### src/sv/lifetime_first_fit_offset_planner_top_defines.svh
`ifndef LIFETIME_FIRST_FIT_OFFSET_PLANNER_TOP_DEFINES_SVH
`define LIFETIME_FIRST_FIT_OFFSET_PLANNER_TOP_DEFINES_SVH

// same-cycle implication, sampled on clk, off during reset
`define LFFOP_ASSERT_NOW(lbl, ante, cons, msg) \
    lbl: assert property (@(posedge clk) disable iff (!rst_n) (ante) |-> (cons)) \
        else $error(msg);

// next-cycle implication, sampled on clk, off during reset
`define LFFOP_ASSERT_NEXT(lbl, ante, cons, msg) \
    lbl: assert property (@(posedge clk) disable iff (!rst_n) (ante) |=> (cons)) \
        else $error(msg);

`endif

### src/sv/lffop_pkg.sv
`timescale 1ns / 1ps

package lffop_pkg;

    // default depth of the active range table
    localparam int MAX_ACTIVE_DEF = 16;

    // field widths
    localparam int POS_W   = 20;
    localparam int SIZE_W  = 24;
    localparam int OFF_W   = 27;
    localparam int ALIGN_W = 13;
    localparam int CAP_W   = 26;

    // candidate offset before clamping: offset + size + alignment pad
    localparam int CAND_W  = OFF_W + 1;

    // configuration port
    localparam int CFG_IDX_W  = 2;
    localparam int CFG_DATA_W = CAP_W;

    typedef enum logic [CFG_IDX_W-1:0] {
        REG_ALIGNMENT = 2'd0,
        REG_CAPACITY  = 2'd1
    } cfg_reg_t;

    // register reset values
    localparam logic [ALIGN_W-1:0] ALIGN_RESET = 13'd64;
    localparam logic [CAP_W-1:0]   CAP_RESET   = 26'd1048576;

    // largest representable offset and peak
    localparam logic [OFF_W-1:0] OFF_MAX = {OFF_W{1'b1}};

endpackage

### src/sv/lffop_channels.sv
`timescale 1ns / 1ps

// lifetime word channel
interface lffop_item_if;
    import lffop_pkg::*;

    logic              valid;
    logic              ready;
    logic              new_set;
    logic [POS_W-1:0]  lifetime_start;
    logic [POS_W-1:0]  lifetime_end;
    logic [SIZE_W-1:0] block_size;

    modport source (output valid, new_set, lifetime_start, lifetime_end, block_size,
                    input ready);
    modport sink   (input valid, new_set, lifetime_start, lifetime_end, block_size,
                    output ready);
endinterface

// placement result word channel
interface lffop_result_if;
    import lffop_pkg::*;

    logic             valid;
    logic             ready;
    logic [OFF_W-1:0] placed_offset;
    logic [OFF_W-1:0] peak_bytes;
    logic             over_capacity;
    logic             table_full;

    modport source (output valid, placed_offset, peak_bytes, over_capacity, table_full,
                    input ready);
    modport sink   (input valid, placed_offset, peak_bytes, over_capacity, table_full,
                    output ready);
endinterface

// register write channel
interface lffop_cfg_if;
    import lffop_pkg::*;

    logic                  valid;
    logic                  ready;
    logic [CFG_IDX_W-1:0]  index;
    logic [CFG_DATA_W-1:0] data;

    modport source (output valid, index, data, input ready);
    modport sink   (input valid, index, data, output ready);
endinterface

### src/sv/lifetime_first_fit_offset_planner_top.sv
`timescale 1ns / 1ps
// channel   dir   handshake      payload
// item      in    valid/ready    new_set, lifetime_start, lifetime_end, block_size
// result    out   valid/ready    placed_offset, peak_bytes, over_capacity, table_full
// cfg       in    valid/ready    index, data (0 alignment, 1 capacity)
//
// one item at a time; an item takes a retire pass over the table, then one more pass
// for each range visited, plus a run of the remainder unit for each visit that
// raises the candidate; the table scan is serial and the remainder unit bit-serial
// reset clears valid bits and peak and loads the register reset values at once; no clearing pass
// a finished word sits in the output register; the next item is accepted meanwhile
// and waits in its final cycle only if the previous word is still not taken

`include "lifetime_first_fit_offset_planner_top_defines.svh"

module lifetime_first_fit_offset_planner_top #(
    parameter int MAX_ACTIVE = lffop_pkg::MAX_ACTIVE_DEF
) (
    input  logic           clk,
    input  logic           rst_n,
    lffop_item_if.sink     item,
    lffop_result_if.source result,
    lffop_cfg_if.sink      cfg
);
    import lffop_pkg::*;

    localparam int IDX_W     = (MAX_ACTIVE > 1) ? $clog2(MAX_ACTIVE) : 1;
    localparam int CNT_W     = $clog2(MAX_ACTIVE + 1);
    localparam int DIV_CNT_W = $clog2(CAND_W);

    typedef enum logic [5:0] {
        S_IDLE = 6'b000001,
        S_SCAN = 6'b000010,
        S_STEP = 6'b000100,
        S_DIV  = 6'b001000,
        S_ADJ  = 6'b010000,
        S_DONE = 6'b100000
    } state_t;

    state_t state_reg, state_next;

    // item being placed
    logic [POS_W-1:0]  start_reg, start_next;
    logic [POS_W-1:0]  end_reg, end_next;
    logic [SIZE_W-1:0] size_reg, size_next;

    // range table: valid bits in flops, fields in memories
    logic [MAX_ACTIVE-1:0] valid_reg, valid_next;
    logic [POS_W-1:0]      mem_end  [MAX_ACTIVE];
    logic [OFF_W-1:0]      mem_off  [MAX_ACTIVE];
    logic [SIZE_W-1:0]     mem_size [MAX_ACTIVE];
    logic [POS_W-1:0]      rd_end_reg;
    logic [OFF_W-1:0]      rd_off_reg;
    logic [SIZE_W-1:0]     rd_size_reg;
    logic                  mem_we;

    // scan sequencer
    logic [CNT_W-1:0] scan_cnt_reg, scan_cnt_next;
    logic             rd_vld_reg, rd_vld_next;
    logic [IDX_W-1:0] rd_idx_reg, rd_idx_next;
    logic [IDX_W-1:0] rd_addr;
    logic             first_pass_reg, first_pass_next;
    logic             free_found_reg, free_found_next;
    logic [IDX_W-1:0] free_idx_reg, free_idx_next;

    // running minimum of the current pass and the key last visited
    logic             best_found_reg, best_found_next;
    logic [OFF_W-1:0] best_off_reg, best_off_next;
    logic [SIZE_W-1:0] best_size_reg, best_size_next;
    logic [IDX_W-1:0] best_idx_reg, best_idx_next;
    logic [OFF_W-1:0] last_off_reg, last_off_next;
    logic [IDX_W-1:0] last_idx_reg, last_idx_next;

    // candidate offset, kept aligned
    logic [CAND_W-1:0] cand_reg, cand_next;

    // bit-serial remainder unit
    logic [CAND_W-1:0]    div_x_reg, div_x_next;
    logic [CAND_W-1:0]    div_src_reg, div_src_next;
    logic [ALIGN_W-1:0]   div_rem_reg, div_rem_next;
    logic [DIV_CNT_W-1:0] div_cnt_reg, div_cnt_next;

    // running peak and configuration
    logic [OFF_W-1:0]   peak_reg, peak_next;
    logic [ALIGN_W-1:0] alignment_reg, alignment_next;
    logic [CAP_W-1:0]   capacity_reg, capacity_next;

    // output register
    logic             out_valid_reg, out_valid_next;
    logic [OFF_W-1:0] out_offset_reg, out_offset_next;
    logic [OFF_W-1:0] out_peak_reg, out_peak_next;
    logic             out_over_reg, out_over_next;
    logic             out_full_reg, out_full_next;

    // datapath terms
    logic               scan_retire, scan_live, scan_above, scan_take, scan_end;
    logic [ALIGN_W-1:0] align_eff;
    logic [CAND_W:0]    step_sum;
    logic               step_fits;
    logic [CAND_W-1:0]  step_top;
    logic               step_raise;
    logic [ALIGN_W:0]   div_trial, div_diff;
    logic               div_ge;
    logic [ALIGN_W-1:0] adj_pad;
    logic [CAND_W-1:0]  adj_cand;
    logic [OFF_W-1:0]   cand_clamp;
    logic [CAND_W-1:0]  done_sum, done_max;
    logic [OFF_W-1:0]   done_peak;
    logic               done_go;

    // handshakes
    assign item.ready = (state_reg == S_IDLE);
    assign cfg.ready  = 1'b1;

    assign result.valid         = out_valid_reg;
    assign result.placed_offset = out_offset_reg;
    assign result.peak_bytes    = out_peak_reg;
    assign result.over_capacity = out_over_reg;
    assign result.table_full    = out_full_reg;

    // scan compare: retire, liveness, order key above last visit, new minimum
    assign rd_addr     = scan_cnt_reg[IDX_W-1:0];
    assign scan_retire = first_pass_reg && valid_reg[rd_idx_reg] && (rd_end_reg < start_reg);
    assign scan_live   = valid_reg[rd_idx_reg] && !scan_retire;
    assign scan_above  = first_pass_reg || (rd_off_reg > last_off_reg) ||
                         ((rd_off_reg == last_off_reg) && (rd_idx_reg > last_idx_reg));
    assign scan_take   = scan_live && scan_above &&
                         (!best_found_reg || (rd_off_reg < best_off_reg));
    assign scan_end    = (scan_cnt_reg == CNT_W'(MAX_ACTIVE)) && !rd_vld_reg;

    // zero alignment means no rounding
    assign align_eff = (alignment_reg == '0) ? ALIGN_W'(1) : alignment_reg;

    // gap test against the visited range
    assign step_sum   = {1'b0, cand_reg} + (CAND_W + 1)'(size_reg);
    assign step_fits  = step_sum <= (CAND_W + 1)'(best_off_reg);
    assign step_top   = CAND_W'(best_off_reg) + CAND_W'(best_size_reg);
    assign step_raise = step_top > cand_reg;

    // one remainder bit per cycle
    assign div_trial = {div_rem_reg, div_x_reg[CAND_W-1]};
    assign div_ge    = div_trial >= {1'b0, align_eff};
    assign div_diff  = div_trial - {1'b0, align_eff};

    // round up: add the distance to the next multiple
    assign adj_pad  = (div_rem_reg == '0) ? '0 : (align_eff - div_rem_reg);
    assign adj_cand = div_src_reg + CAND_W'(adj_pad);

    // final clamp and peak update
    assign cand_clamp = (cand_reg > CAND_W'(OFF_MAX)) ? OFF_MAX : cand_reg[OFF_W-1:0];
    assign done_sum   = CAND_W'(cand_clamp) + CAND_W'(size_reg);
    assign done_max   = (done_sum > CAND_W'(peak_reg)) ? done_sum : CAND_W'(peak_reg);
    assign done_peak  = (done_max > CAND_W'(OFF_MAX)) ? OFF_MAX : done_max[OFF_W-1:0];
    assign done_go    = !out_valid_reg || result.ready;

    assign mem_we = (state_reg == S_DONE) && done_go && free_found_reg;

    // sequencer and next-state logic
    always_comb
    begin
        state_next      = state_reg;
        start_next      = start_reg;
        end_next        = end_reg;
        size_next       = size_reg;
        valid_next      = valid_reg;
        scan_cnt_next   = scan_cnt_reg;
        rd_vld_next     = 1'b0;
        rd_idx_next     = rd_idx_reg;
        first_pass_next = first_pass_reg;
        free_found_next = free_found_reg;
        free_idx_next   = free_idx_reg;
        best_found_next = best_found_reg;
        best_off_next   = best_off_reg;
        best_size_next  = best_size_reg;
        best_idx_next   = best_idx_reg;
        last_off_next   = last_off_reg;
        last_idx_next   = last_idx_reg;
        cand_next       = cand_reg;
        div_x_next      = div_x_reg;
        div_src_next    = div_src_reg;
        div_rem_next    = div_rem_reg;
        div_cnt_next    = div_cnt_reg;
        peak_next       = peak_reg;
        alignment_next  = alignment_reg;
        capacity_next   = capacity_reg;
        out_valid_next  = out_valid_reg && !result.ready;
        out_offset_next = out_offset_reg;
        out_peak_next   = out_peak_reg;
        out_over_next   = out_over_reg;
        out_full_next   = out_full_reg;

        case (state_reg)
            // take a new word and start the retire pass
            S_IDLE:
            begin
                if (item.valid)
                begin
                    start_next      = item.lifetime_start;
                    end_next        = item.lifetime_end;
                    size_next       = item.block_size;
                    if (item.new_set)
                    begin
                        valid_next = '0;
                        peak_next  = '0;
                    end
                    cand_next       = '0;
                    first_pass_next = 1'b1;
                    free_found_next = 1'b0;
                    best_found_next = 1'b0;
                    scan_cnt_next   = '0;
                    state_next      = S_SCAN;
                end
            end

            // walk the table one slot a cycle
            S_SCAN:
            begin
                if (scan_cnt_reg != CNT_W'(MAX_ACTIVE))
                begin
                    rd_vld_next   = 1'b1;
                    rd_idx_next   = rd_addr;
                    scan_cnt_next = scan_cnt_reg + CNT_W'(1);
                end
                if (rd_vld_reg)
                begin
                    if (scan_retire)
                    begin
                        valid_next[rd_idx_reg] = 1'b0;
                    end
                    if (first_pass_reg && !scan_live && !free_found_reg)
                    begin
                        free_found_next = 1'b1;
                        free_idx_next   = rd_idx_reg;
                    end
                    if (scan_take)
                    begin
                        best_found_next = 1'b1;
                        best_off_next   = rd_off_reg;
                        best_size_next  = rd_size_reg;
                        best_idx_next   = rd_idx_reg;
                    end
                end
                if (scan_end)
                begin
                    first_pass_next = 1'b0;
                    if (first_pass_reg && !free_found_reg)
                    begin
                        state_next = S_DONE;
                    end
                    else if (best_found_reg)
                    begin
                        state_next = S_STEP;
                    end
                    else
                    begin
                        state_next = S_DONE;
                    end
                end
            end

            // first fit test against the lowest unvisited range
            S_STEP:
            begin
                if (step_fits)
                begin
                    state_next = S_DONE;
                end
                else
                begin
                    last_off_next   = best_off_reg;
                    last_idx_next   = best_idx_reg;
                    best_found_next = 1'b0;
                    scan_cnt_next   = '0;
                    if (step_raise)
                    begin
                        div_x_next   = step_top;
                        div_src_next = step_top;
                        div_rem_next = '0;
                        div_cnt_next = '0;
                        state_next   = S_DIV;
                    end
                    else
                    begin
                        state_next = S_SCAN;
                    end
                end
            end

            // remainder of the range top by the alignment
            S_DIV:
            begin
                div_rem_next = div_ge ? div_diff[ALIGN_W-1:0] : div_trial[ALIGN_W-1:0];
                div_x_next   = {div_x_reg[CAND_W-2:0], 1'b0};
                div_cnt_next = div_cnt_reg + DIV_CNT_W'(1);
                if (div_cnt_reg == DIV_CNT_W'(CAND_W - 1))
                begin
                    state_next = S_ADJ;
                end
            end

            // aligned candidate, then look for the next range
            S_ADJ:
            begin
                cand_next  = adj_cand;
                state_next = S_SCAN;
            end

            // record the range if a slot was free and load the output register
            S_DONE:
            begin
                if (done_go)
                begin
                    out_valid_next = 1'b1;
                    if (free_found_reg)
                    begin
                        valid_next[free_idx_reg] = 1'b1;
                        peak_next       = done_peak;
                        out_offset_next = cand_clamp;
                        out_peak_next   = done_peak;
                        out_over_next   = CAND_W'(done_peak) > CAND_W'(capacity_reg);
                        out_full_next   = 1'b0;
                    end
                    else
                    begin
                        out_offset_next = '0;
                        out_peak_next   = peak_reg;
                        out_over_next   = CAND_W'(peak_reg) > CAND_W'(capacity_reg);
                        out_full_next   = 1'b1;
                    end
                    state_next = S_IDLE;
                end
            end

            default:
            begin
                state_next = S_IDLE;
            end
        endcase

        // register writes
        if (cfg.valid)
        begin
            case (cfg.index)
                REG_ALIGNMENT: alignment_next = cfg.data[ALIGN_W-1:0];
                REG_CAPACITY:  capacity_next  = cfg.data[CAP_W-1:0];
                default:       ;
            endcase
        end
    end

    // control state
    always_ff @(posedge clk or negedge rst_n)
    begin
        if (!rst_n)
        begin
            state_reg      <= S_IDLE;
            valid_reg      <= '0;
            peak_reg       <= '0;
            alignment_reg  <= ALIGN_RESET;
            capacity_reg   <= CAP_RESET;
            out_valid_reg  <= 1'b0;
            rd_vld_reg     <= 1'b0;
            scan_cnt_reg   <= '0;
            first_pass_reg <= 1'b0;
            free_found_reg <= 1'b0;
            best_found_reg <= 1'b0;
            div_cnt_reg    <= '0;
        end
        else
        begin
            state_reg      <= state_next;
            valid_reg      <= valid_next;
            peak_reg       <= peak_next;
            alignment_reg  <= alignment_next;
            capacity_reg   <= capacity_next;
            out_valid_reg  <= out_valid_next;
            rd_vld_reg     <= rd_vld_next;
            scan_cnt_reg   <= scan_cnt_next;
            first_pass_reg <= first_pass_next;
            free_found_reg <= free_found_next;
            best_found_reg <= best_found_next;
            div_cnt_reg    <= div_cnt_next;
        end
    end

    // payload registers
    always_ff @(posedge clk)
    begin
        start_reg      <= start_next;
        end_reg        <= end_next;
        size_reg       <= size_next;
        rd_idx_reg     <= rd_idx_next;
        free_idx_reg   <= free_idx_next;
        best_off_reg   <= best_off_next;
        best_size_reg  <= best_size_next;
        best_idx_reg   <= best_idx_next;
        last_off_reg   <= last_off_next;
        last_idx_reg   <= last_idx_next;
        cand_reg       <= cand_next;
        div_x_reg      <= div_x_next;
        div_src_reg    <= div_src_next;
        div_rem_reg    <= div_rem_next;
        out_offset_reg <= out_offset_next;
        out_peak_reg   <= out_peak_next;
        out_over_reg   <= out_over_next;
        out_full_reg   <= out_full_next;
    end

    // range memories: one write port, one registered read port
    always_ff @(posedge clk)
    begin
        if (mem_we)
        begin
            mem_end[free_idx_reg]  <= end_reg;
            mem_off[free_idx_reg]  <= cand_clamp;
            mem_size[free_idx_reg] <= size_reg;
        end
        rd_end_reg  <= mem_end[rd_addr];
        rd_off_reg  <= mem_off[rd_addr];
        rd_size_reg <= mem_size[rd_addr];
    end

    // checks
    `LFFOP_ASSERT_NEXT(a_busy_after_accept, item.valid && item.ready, !item.ready,
        "item accepted while a placement was still running")
    `LFFOP_ASSERT_NOW(a_full_offset_zero, result.valid && result.table_full,
        result.placed_offset == '0, "table full word carries a nonzero offset")
    `LFFOP_ASSERT_NOW(a_peak_covers_offset, result.valid && !result.table_full,
        result.peak_bytes >= result.placed_offset, "peak below placed offset")
    `LFFOP_ASSERT_NEXT(a_div_exit, state_reg == S_DIV,
        (state_reg == S_DIV) || (state_reg == S_ADJ), "remainder unit left early")

endmodule

### src/flat_wrapper.sv
// flat-port wrapper written by rule: the top's interface ports become plain ports
module lifetime_first_fit_offset_planner_top_flat import lffop_pkg::*;
#(
    parameter int MAX_ACTIVE = lffop_pkg::MAX_ACTIVE_DEF
)
  (clk, rst_n, item_valid, item_new_set, item_lifetime_start, item_lifetime_end, item_block_size, item_ready, result_valid, result_placed_offset, result_peak_bytes, result_over_capacity, result_table_full, result_ready, cfg_valid, cfg_index, cfg_data, cfg_ready);
  lffop_item_if item_i ();
  lffop_result_if result_i ();
  lffop_cfg_if cfg_i ();
  input  logic clk;
  input  logic rst_n;
  input wire logic [$bits(item_i.valid)-1:0] item_valid;
  input wire logic [$bits(item_i.new_set)-1:0] item_new_set;
  input wire logic [$bits(item_i.lifetime_start)-1:0] item_lifetime_start;
  input wire logic [$bits(item_i.lifetime_end)-1:0] item_lifetime_end;
  input wire logic [$bits(item_i.block_size)-1:0] item_block_size;
  output wire logic [$bits(item_i.ready)-1:0] item_ready;
  output wire logic [$bits(result_i.valid)-1:0] result_valid;
  output wire logic [$bits(result_i.placed_offset)-1:0] result_placed_offset;
  output wire logic [$bits(result_i.peak_bytes)-1:0] result_peak_bytes;
  output wire logic [$bits(result_i.over_capacity)-1:0] result_over_capacity;
  output wire logic [$bits(result_i.table_full)-1:0] result_table_full;
  input wire logic [$bits(result_i.ready)-1:0] result_ready;
  input wire logic [$bits(cfg_i.valid)-1:0] cfg_valid;
  input wire logic [$bits(cfg_i.index)-1:0] cfg_index;
  input wire logic [$bits(cfg_i.data)-1:0] cfg_data;
  output wire logic [$bits(cfg_i.ready)-1:0] cfg_ready;
  assign item_i.valid = item_valid;
  assign item_i.new_set = item_new_set;
  assign item_i.lifetime_start = item_lifetime_start;
  assign item_i.lifetime_end = item_lifetime_end;
  assign item_i.block_size = item_block_size;
  assign item_ready = item_i.ready;
  assign result_valid = result_i.valid;
  assign result_placed_offset = result_i.placed_offset;
  assign result_peak_bytes = result_i.peak_bytes;
  assign result_over_capacity = result_i.over_capacity;
  assign result_table_full = result_i.table_full;
  assign result_i.ready = result_ready;
  assign cfg_i.valid = cfg_valid;
  assign cfg_i.index = cfg_index;
  assign cfg_i.data = cfg_data;
  assign cfg_ready = cfg_i.ready;
  lifetime_first_fit_offset_planner_top #(.MAX_ACTIVE(MAX_ACTIVE)) u_core (.clk(clk), .rst_n(rst_n), .item(item_i), .result(result_i), .cfg(cfg_i));
endmodule
### config.mk
export PLATFORM = sky130hd
export DESIGN_NAME = lifetime_first_fit_offset_planner_top_flat
export DESIGN_NICKNAME = d
export VERILOG_FILES = /design/src/sv/lffop_pkg.sv /design/src/sv/lffop_channels.sv /design/src/sv/lifetime_first_fit_offset_planner_top.sv /design/src/flat_wrapper.sv
export VERILOG_INCLUDE_DIRS = /design/src /design/src/sv
export SDC_FILE = /design/constraint.sdc
export NUM_CORES = 2
export LEC_CHECK = 0
export ABC_CLOCK_PERIOD_IN_PS = 12200
export CELL_PAD_IN_SITES_DETAIL_PLACEMENT = 0
export CELL_PAD_IN_SITES_GLOBAL_PLACEMENT = 1
export CORE_MARGIN = 2
export CORE_UTILIZATION = 55
export CTS_CLUSTER_SIZE = 14
export DETAILED_ROUTE_END_ITERATION = 10
export DONT_BUFFER_PORTS = 1
export GPL_TIMING_DRIVEN = 0
export PLACE_DENSITY_LB_ADDON = 0.15
export SETUP_SLACK_MARGIN = 0.05
export SLEW_MARGIN = 10
export SYNTH_ARGS = -nofsm -noshare
export SYNTH_HDL_FRONTEND = slang
export SYNTH_SLANG_ARGS = --single-unit
### constraint.sdc
create_clock -name clk -period 12.2 [get_ports clk]
set_input_delay 2.44 -clock clk [delete_from_list [all_inputs] [get_ports clk]]
set_output_delay 2.44 -clock clk [all_outputs]
set_load 0.01 [all_outputs]
==> results.md <==
* Status: finished, final reports clean
* Least-Margin Pin Slew at 1.38 ns
* Post-Syn Nets at 4,622
* Total track usage at 28.4%
* Die W at 362 um
* Fin. max-slew vios at 0
* CP startpoint: u_core.cand_reg[27]
* Grt ovf at 0
* Final Cycle Share at 76.0%
* Worst R2R Path Depth at 29
* Netlist cell types at 93
* Fin. Hold Viols at 0
* Mux share of post-synthesis cell area at 12.5%
* CP bufs+invs at 4
* Port Buf Inserts at 0
* R2r startpoint: u_core.cand_reg[27]
* DRT Pass-1 Iters at 6
* CTS clk-pin slew, worst paths at 0.07 ns
* Vias in the first global route at 39.1k
* Largest net degree at the start of global routing at 104
* Async set-reset flop share out of synthesis at 6.35%
* Final nets at 4,891
* Leakage at 27.8 nW
* GP Congestion at 0.893
* Worst stage delay on the critical path at 0.63 ns
* Num CTS Buffers at 163
* Critical-path maximum fanout at 17
* Die area at 131,000 um^2
* Clock Skew at 0.0497 ns
* CTS Hold Bufs at 0
* Cell depth of the worst setup path at 29
* Yosys top cell by area: edfxtp_1
* Initial antenna violation count at 17
* Yosys top cell area share at 61.8%
* Commonest non-fill, non-tap cell in the layout: edfxtp_1
* Share of layout cells above drive strength 1 at 17.6%
* Top Layer Used: met5
* Largest reg by FF count: u_core.mem_off
* Hold_sp: u_core.rd_size_reg[6]
* Critical-path top delay cell: nand2_1
* Routed vias/inst at 6.27
* Syn Area/Cell at 16.8 um^2
* Critical path launch point type: flip-flop
* Synth-to-Final Area Change at 13.1%
* HP Class: reg -> reg
* Max Freq at 0.108 GHz
* RSZ-0062 raised after global routing: no
* Setup CP Type: reg -> reg
* Cell Pwr Density at 204 nW/um^2
* Metal-1 WL at 75.5 mm
* Area contributors post-synth: edfxtp_1 (62%), mux4_2 (12%), ha_1 (5.8%), dfrtp_1 (3.6%), dfxtp_1 (2.0%)
* Final ANT Viol Nets at 0
* Critical Path RT at 12.68 ns
* Clk root buf: clkbuf_16
* Number of DRC markers in iteration 0 at 4,224
* Met2 routed WL at 90.1 mm
* Synth Flop Type: edfxtp_1
* YS warnings at 0
* Cell family with most CP delay: compound AO/OA/AOI/OAI gates
* Flops & latches, synth at 1,621
* Wirelength per Cell at 29.4 um
* CTS resizes at 0
* Simple-Gate Fraction of Synth Area at 4.47%
* Hold depth at 0
* Clk_lat worst skew at 0.80 ns
* Mapped Area at 70,300 um^2
* Met3 WL at 14.1 mm
* Most frequent cells in the layout: edfxtp_1 (1,447), mux4_2 (360), ha_1 (324)
* DR vias at 39.3k
* WL final at 184 mm
* Largest family of logic cells by synthesized area: multiplexers
* H-tree lvl count at 4
* Worst slew margin at 8.24%
* Max reg flops at 432
* Setup crit end kind: flip-flop
* Core Area at 127,000 um^2
* Synth Area in XOR/XNOR at 1.37%
* Power Total at 16.2 mW
* VDD IR-drop max at 184 uV
* Die height at 362 um
* # DRC at 0
* Post-synthesis adder-cell area fraction at 5.94%
* Final Setup Violations at 0
* Fill count at 9,089
* Initial Util at 55.3%
* Post-DP HPWL at 131 mm
* Crit path DAT at 9.75 ns
* Minimum clock period at 9.27 ns
* Site Rows at 131
* Largest registers: u_core.mem_off x432, u_core.mem_size x384, u_core.mem_end x320
* Register area share after synthesis at 67.5%
* Post-CTS Setup Repair Bufs at 0
* CTS tree: yes
* Clock Sink Count at 1,621
* Max-cap violations at 0
* Compound-Gate Fraction of Synth Area at 6.05%
* Io pins at 157
* Max Root-Sink Buffers at 3
* First-pass GRT wire length at 267 mm
* Final TNS setup at 0 ns
* Mapped Cells at 4,194
* Number of synthesized flops with an enable pin at 1,447
per-layer routing:
metal / track usage (%) / vias up
met1: 39.7 / 20200
li1: - / 17100
met3: 4.68 / 275
met5: 0 / -
met2: 46.9 / 1674
met4: 7.84 / 12
final timing paths:
path | endpoint | slack (ns)
min reg2reg | u_core.best_size_reg[6] | 0.41
max in group asynchronous | u_core.state_reg[0] | 10.62
max | u_core.result.over_capacity | 2.93
min | u_core.best_size_reg[6] | 0.41
min in group asynchronous | u_core.valid_reg[9] | 1.34
max reg2reg | u_core.result.over_capacity | 2.93
per-stage QoR:
step           cell area, um^2  setup WS (ns)  instances  hold slack [ns]  utilization, %
2_1_floorplan            70300          0.233       4194            0.386               -
3_3_place_gp             72400          -8.48       5856            0.389            56.9
3_5_place_dp             74300           3.01       5960            0.392            58.4
4_1_cts                  79500           2.90       6264            0.406            62.5
5_1_grt                  79500           2.33       6271            0.410            62.5
6_report                 79600           2.93       6273            0.407            62.5
cells in the mapped netlist (12+ instances only):
cell and n:
buf_1 34, buf_2 13, o21ai_1 12, ha_1 324, o21a_1 22, a21oi_1 202
dfxtp_1 71, nand2_1 215, nor2_1 168, nor4_1 17, mux2_2 38, xor2_1 33
inv_1 240, dfrtp_1 100, a31oi_1 41, a22o_1 16, nor2b_1 31, nand3_1 44
o21ai_0 117, o211ai_1 12, and3_1 15, mux4_2 360, mux2i_1 24, o21bai_1 12
clkbuf_1 97, edfxtp_1 1447, a21o_1 88, xnor2_1 77, a211oi_1 23, nand2b_1 25
nor3_1 40, nand4_1 51
where the power goes:
| part | internal (mW) | switching [mW] | total [mW] | leakage, nW |
|---|---|---|---|---|
| Clock | 2.74 | 2.13 | 4.87 | 2.54 |
| Combinational | 1.83 | 2.59 | 4.42 | 10.3 |
| Sequential | 6.56 | 0.386 | 6.94 | 14.9 |
logic make-up after synthesis:
group | after synthesis
XOR/XNOR | 110
multiplexers | 424
flip-flops | 1621
buffers and inverters | 390
AO/OA/AOI/OAI | 656
adder cells (fa/ha/maj) | 330
AND/OR/NAND/NOR | 662
other | 1
final cells by class:
cell class	count	area [um^2]	area share [%]
tap	1662	2080	2.61
timing repair buffer	104	1780	2.24
buffer	150	614	0.772
inverter	240	903	1.14
antenna	9	22.5	0.0283
clock buffer	229	4520	5.69
sequential	1621	47500	59.7
multi-input combinational	2183	21500	27.0
clock inverter	75	684	0.860
Power figures use the tool's default switching activity.
